<file path="src/rtl/core/lnbs_pkg.sv">
`default_nettype none

package lnbs_pkg;

  // Field and register widths fixed by the item and register formats.
  localparam int unsigned SMOOTH_W   = 8;
  localparam int unsigned ROWS_USE_W = 7;
  localparam int unsigned CLS_USE_W  = 5;
  localparam int unsigned COUNT_W    = 8;
  localparam int unsigned PROB_W     = 32;
  localparam int unsigned STATUS_W   = 2;
  localparam int unsigned CFG_ADDR_W = 2;
  localparam int unsigned CFG_DATA_W = 8;

  // The divider produces one quotient bit per step.
  localparam int unsigned DIV_STEPS  = PROB_W;
  localparam int unsigned DIV_CNT_W  = $clog2(DIV_STEPS);

  // Register reset values.
  localparam logic [SMOOTH_W-1:0]   SMOOTH_RESET  = 8'd1;
  localparam logic [ROWS_USE_W-1:0] ROWS_RESET    = 7'd40;
  localparam logic [CLS_USE_W-1:0]  CLASSES_RESET = 5'd11;

  // Register indexes on the configuration port.
  localparam logic [CFG_ADDR_W-1:0] CFG_SMOOTHING = 2'd0;
  localparam logic [CFG_ADDR_W-1:0] CFG_ROWS      = 2'd1;
  localparam logic [CFG_ADDR_W-1:0] CFG_CLASSES   = 2'd2;

  // Item kinds.
  localparam logic KIND_WRITE = 1'b0;
  localparam logic KIND_QUERY = 1'b1;

  // Result status codes.
  typedef enum logic [STATUS_W-1:0] {
    STATUS_OK       = 2'd0,
    STATUS_RANGE    = 2'd1,
    STATUS_ZERO_DEN = 2'd2
  } status_e;

  // Commands from the controller to the datapath.
  typedef struct packed {
    logic clear;     // write one zero entry of the clearing pass
    logic load;      // capture the input transaction and read the table
    logic lookup;    // apply a write, or form the smoothed terms of a query
    logic mul;       // form numerator and denominator products
    logic check;     // test for zero denominator and saturation
    logic div_step;  // one restoring division step
    logic out_load;  // move the result into the output register
  } cmd_t;

  // Status from the datapath to the controller.
  typedef struct packed {
    logic clear_last;
    logic idx_ok;
    logic is_query;
    logic den_zero;
    logic saturate;
  } stat_t;

endpackage

`default_nettype wire

</file>
<file path="src/rtl/core/lnbs_ctrl.sv">
`default_nettype none

module lnbs_ctrl (
  input  wire logic            clk_i,
  input  wire logic            rst_ni,
  input  wire logic            s_valid_i,
  output      logic            s_ready_o,
  input  wire logic            m_ready_i,
  output      logic            m_valid_o,
  output      lnbs_pkg::cmd_t  cmd_o,
  input  wire lnbs_pkg::stat_t stat_i
);

  typedef enum logic [2:0] {
    ST_CLEAR,
    ST_IDLE,
    ST_LOOKUP,
    ST_MUL,
    ST_CHECK,
    ST_DIV,
    ST_DONE
  } state_e;

  localparam logic [lnbs_pkg::DIV_CNT_W-1:0] DIV_LAST =
    lnbs_pkg::DIV_CNT_W'(lnbs_pkg::DIV_STEPS - 1);

  state_e                           state_q;
  logic [lnbs_pkg::DIV_CNT_W-1:0]   div_cnt_q;
  logic                             m_valid_q;

  // Commands decoded from the current state.
  always_comb begin
    cmd_o          = '0;
    cmd_o.clear    = (state_q == ST_CLEAR);
    cmd_o.load     = (state_q == ST_IDLE) && s_valid_i;
    cmd_o.lookup   = (state_q == ST_LOOKUP);
    cmd_o.mul      = (state_q == ST_MUL);
    cmd_o.check    = (state_q == ST_CHECK);
    cmd_o.div_step = (state_q == ST_DIV);
    cmd_o.out_load = (state_q == ST_DONE) && (!m_valid_q || m_ready_i);
  end

  assign s_ready_o = (state_q == ST_IDLE);
  assign m_valid_o = m_valid_q;

  // State, division step count and output valid.
  always_ff @(posedge clk_i or negedge rst_ni) begin
    if (!rst_ni) begin
      state_q   <= ST_CLEAR;
      div_cnt_q <= '0;
      m_valid_q <= 1'b0;
    end else begin
      if (cmd_o.out_load) begin
        m_valid_q <= 1'b1;
      end else if (m_ready_i) begin
        m_valid_q <= 1'b0;
      end
      case (state_q)
        ST_CLEAR: begin
          if (stat_i.clear_last) begin
            state_q <= ST_IDLE;
          end
        end
        ST_IDLE: begin
          if (s_valid_i) begin
            state_q <= ST_LOOKUP;
          end
        end
        ST_LOOKUP: begin
          state_q <= (stat_i.idx_ok && stat_i.is_query) ? ST_MUL : ST_DONE;
        end
        ST_MUL: begin
          state_q <= ST_CHECK;
        end
        ST_CHECK: begin
          div_cnt_q <= '0;
          state_q   <= (stat_i.den_zero || stat_i.saturate) ? ST_DONE : ST_DIV;
        end
        ST_DIV: begin
          div_cnt_q <= div_cnt_q + 1'b1;
          if (div_cnt_q == DIV_LAST) begin
            state_q <= ST_DONE;
          end
        end
        ST_DONE: begin
          if (cmd_o.out_load) begin
            state_q <= ST_IDLE;
          end
        end
        default: begin
          state_q <= ST_IDLE;
        end
      endcase
    end
  end

`ifndef ASSERT_OFF
  // An accepted transaction always goes on to the table lookup.
  a_accept_lookup: assert property (@(posedge clk_i) disable iff (!rst_ni)
    (state_q == ST_IDLE && s_valid_i) |=> (state_q == ST_LOOKUP))
    else $error("accepted transaction did not reach lookup");

  // The division step count advances by one each step.
  a_div_count: assert property (@(posedge clk_i) disable iff (!rst_ni)
    (state_q == ST_DIV && div_cnt_q != DIV_LAST) |=>
      (state_q == ST_DIV && div_cnt_q == $past(div_cnt_q) + 1'b1))
    else $error("division step count skipped");

  // A pending result is never overwritten.
  a_no_overwrite: assert property (@(posedge clk_i) disable iff (!rst_ni)
    cmd_o.out_load |-> (!m_valid_q || m_ready_i))
    else $error("output register overwritten");

  // Zero denominator and saturation skip the divider.
  a_early_exit: assert property (@(posedge clk_i) disable iff (!rst_ni)
    (state_q == ST_CHECK && (stat_i.den_zero || stat_i.saturate)) |=>
      (state_q == ST_DONE))
    else $error("early result did not bypass the divider");
`endif

endmodule

`default_nettype wire

</file>
<file path="config.mk">
export PLATFORM = sky130hd
export DESIGN_NAME = lnbs_ctrl
export DESIGN_NICKNAME = d
export VERILOG_FILES = /design/src/rtl/core/lnbs_pkg.sv /design/src/rtl/core/lnbs_ctrl.sv
export SDC_FILE = /design/constraint.sdc
export NUM_CORES = 1
export LEC_CHECK = 0
export ABC_AREA = 1
export BUFFER_PORTS_ARGS = -buffer_cell sky130_fd_sc_hd__buf_2
export CAP_MARGIN = 20
export CORE_UTILIZATION = 49
export DETAILED_ROUTE_END_ITERATION = 8
export PLACE_DENSITY = 0.8
export SLEW_MARGIN = 25
export SYNTH_ARGS = -nofsm -noshare
export SYNTH_HDL_FRONTEND = slang
export SYNTH_SLANG_ARGS = --single-unit
</file>
<file path="constraint.sdc">
create_clock -name clk_i -period 1.79 [get_ports clk_i]
set_input_delay 0.358 -clock clk_i [delete_from_list [all_inputs] [get_ports clk_i]]
set_output_delay 0.358 -clock clk_i [all_outputs]
set_load 0.005 [all_outputs]
</file>
==> impl_results.md <==
* Min Tclk post-route at between 1.5 and 2 ns
* Worst slew pin tran at 0.4000 ns
* Seq/Total Area, Yosys at 0.3462
* # setup viols final at 0
* Synthesized instance count at just under 100
* Post-route cell area at 773.2 um2
* Power Dens Cells at between 1000 and 1500 nW/um2
* Reg-to-Reg Start: div_cnt_q[0]
* Final total power at around 1.1 mW
* CP startpoint: state_q[2]
* Drt initial violations at 19
* Largest cells by area after synthesis: dfrtp_1 35%, nand2_1 19%, nor2_1 9.2%
* FP Rows at 12
* Post-Syn Area at between 600 and 700 um2
* Mean Syn Cell Area at approximately 6.6 um2
* Residual DRC at 0
* Initial antenna violation count at 0
* Pins Over Slew Limit at 0
* Synth async-reset ratio at 1.000
* Crit path launch type: flip-flop
* Endpoints failing hold at 0
* Vias in the first global route at about 560
* Via total after detailed routing at about 660
* Reg clk slew, reported paths at roughly 0.060 ns
* Num CTS Buffers at 3
* Port Buf Inserts at 17
* Total Nets Final at 130
* Setup TNS at 0 ns
* Post-synth top flop: dfrtp_1
* Die height at between 30 and 40 um
* Remaining global-route overflow at 0
* Yosys reg bits at 9
* Clock tree sinks at 9
* Worst Min Path Start: m_ready_i
* Yosys Warn Count at 0
* Detailed Place HPWL at a little over 1 mm
* CTS Root Cell: clkbuf_4
* Maximum vdd ir drop at between 800 and 900 uV
* Synth top area share at 0.3462
* CP Capture Type: output pin
* Number of vias per cell at around 5.0
* Dpl cell area at between 700 and 800 um2
* Post-route setup slack at between 0.1 and 0.15 ns
* Post-CTS sizing at 0
* Leak at between 0.4 and 0.5 nW
* Max Clock Freq at around 600 MHz
* Max_cap viols at 0
* GP Congestion at 0.8555
* Multi-input combinational cell area at approximately 340 um2
* Die Span X at around 38 um
* Final non-filler cell total at roughly 130
* Antenna fix cells at 0
* Clk Latency, worst-skew pair at roughly 0.26 ns
* Worst EP required at 1.43 ns
* Area growth from synthesis to layout at 18.85%
* Die Area at between 1000 and 1500 um2
* Yosys top cell by area: dfrtp_1
* Ports at 18
* Status: finished clean
* RSZ-0062 raised after global routing: false
* Final ANT Viol Nets at 0
* Setup bufs post-CTS at 0
* Syn_nets at about 110
* Pin count of the biggest net entering global routing at 10
* Yosys cell types at 19
* Layout Utilization at 0.6603
* WL/cell at 9.561 um
* Count leader, synth: nand2_1
* GRT Overall Usage at 0.2260
* WP data arrival at 1.29 ns
* Commonest cells in the netlist: 33 x nand2_1, 16 x nor2_1, 14 x inv_1
* Worst setup path class: flip-flop to output pin
* CP max FO at 9
* Worst rel slew slack at 0.7333
* Routed WL at between 1 and 1.5 mm
* Post-synth EDFFs at 0
* Hold WC Path Type: input pin to flip-flop
* H-Tree Depth at 1
* Share of layout cells above drive strength 1 at 0.2288
* First-pass GRT wire length at around 2.2 mm
* Placeable Area at roughly 1200 um2
* Fill cell count at between 100 and 150
* Dpl cells at roughly 130
* Final Skew at around 0.00080 ns
* FF/Latch Area at 225.2 um2
* Final Cycle Share at 0.9216
* Post-place setup slack at 0.3095 ns
* Final hold slack at between 0.3 and 0.4 ns
* CTS tree: done
* Drt pass-1 iters at 4
* Initial Utilization at 0.5556
* Clk buf depth at 2
[critical path, stage by stage (launching register included)]
cell	delay, ns
dfrtp_1	0.51
inv_2	0.18
nand3_1	0.13
nor2_1	0.10
buf_2	0.11
[power by group]
group	switching, mW	internal (mW)	leakage, nW
Clock	0.0686	0.0858	0.0150
Combinational	0.323	0.217	0.356
Sequential	0.121	0.268	0.120
[cell usage in the layout (no fill, tap or decap)]
cell           count
a21oi_1            2
ha_1               2
buf_2             17
nor2_1            16
nand3_1            6
nor2_4             2
dfrtp_1            9
a21boi_0           1
o21ai_0            1
nand2_2            1
nand4_1            1
inv_2              2
clkbuf_1           1
dlygate4sd3_1      1
inv_1             14
nand3_4            1
clkbuf_4           3
nand2_1           33
clkinv_2           1
o31ai_1            1
nand3b_1           3
[logic make-up after synthesis]
family	synth area share
simple gates	0.4443
compound gates	0.04616
buf+inv	0.1250
flops	0.3462
fa+ha+maj	0.03846
[worst paths after layout]
path,end,slack (ns),depth (start not counted)
max,cmd_o[5],0.14,4
min,m_valid_o,0.38,4
max reg2reg,state_q[1],0.30,10
min reg2reg,div_cnt_q[3],0.47,1
max in group asynchronous,m_valid_o,1.14,2
min in group asynchronous,state_q[0],0.48,2
[timing repair]
action                                  CTS  global route
endpoints found under the setup margin    0             0
hold buffers                              1             0
hold endpoints to repair                  9             0
[layout make-up]
cell class / count / share of cell area
multi-input combinational: 70 / 0.4450
tap: 14 / 0.02265
timing repair buffer: 18 / 0.1230
clock buffer: 4 / 0.03398
sequential: 9 / 0.2913
inverter: 17 / 0.08414
[layer usage]
| metal | part of all wire | global-route usage | routed length (um) |
|---|---|---|---|
| met1 | 0.48 | 0.2832 | 601 |
| met2 | 0.44 | 0.3390 | 552 |
| met3 | 0.074 | 0.08721 | 94 |
| met4 | 0.011 | 0.1034 | 14 |
| met5 | 0 | 0 | 0 |
[registers in the layout, indices dropped and copies added (netlist names)]
name,cells
m_valid_o,1
state_q,3
div_cnt_q,5
No activity file was read; power rests on OpenSTA's default activity.
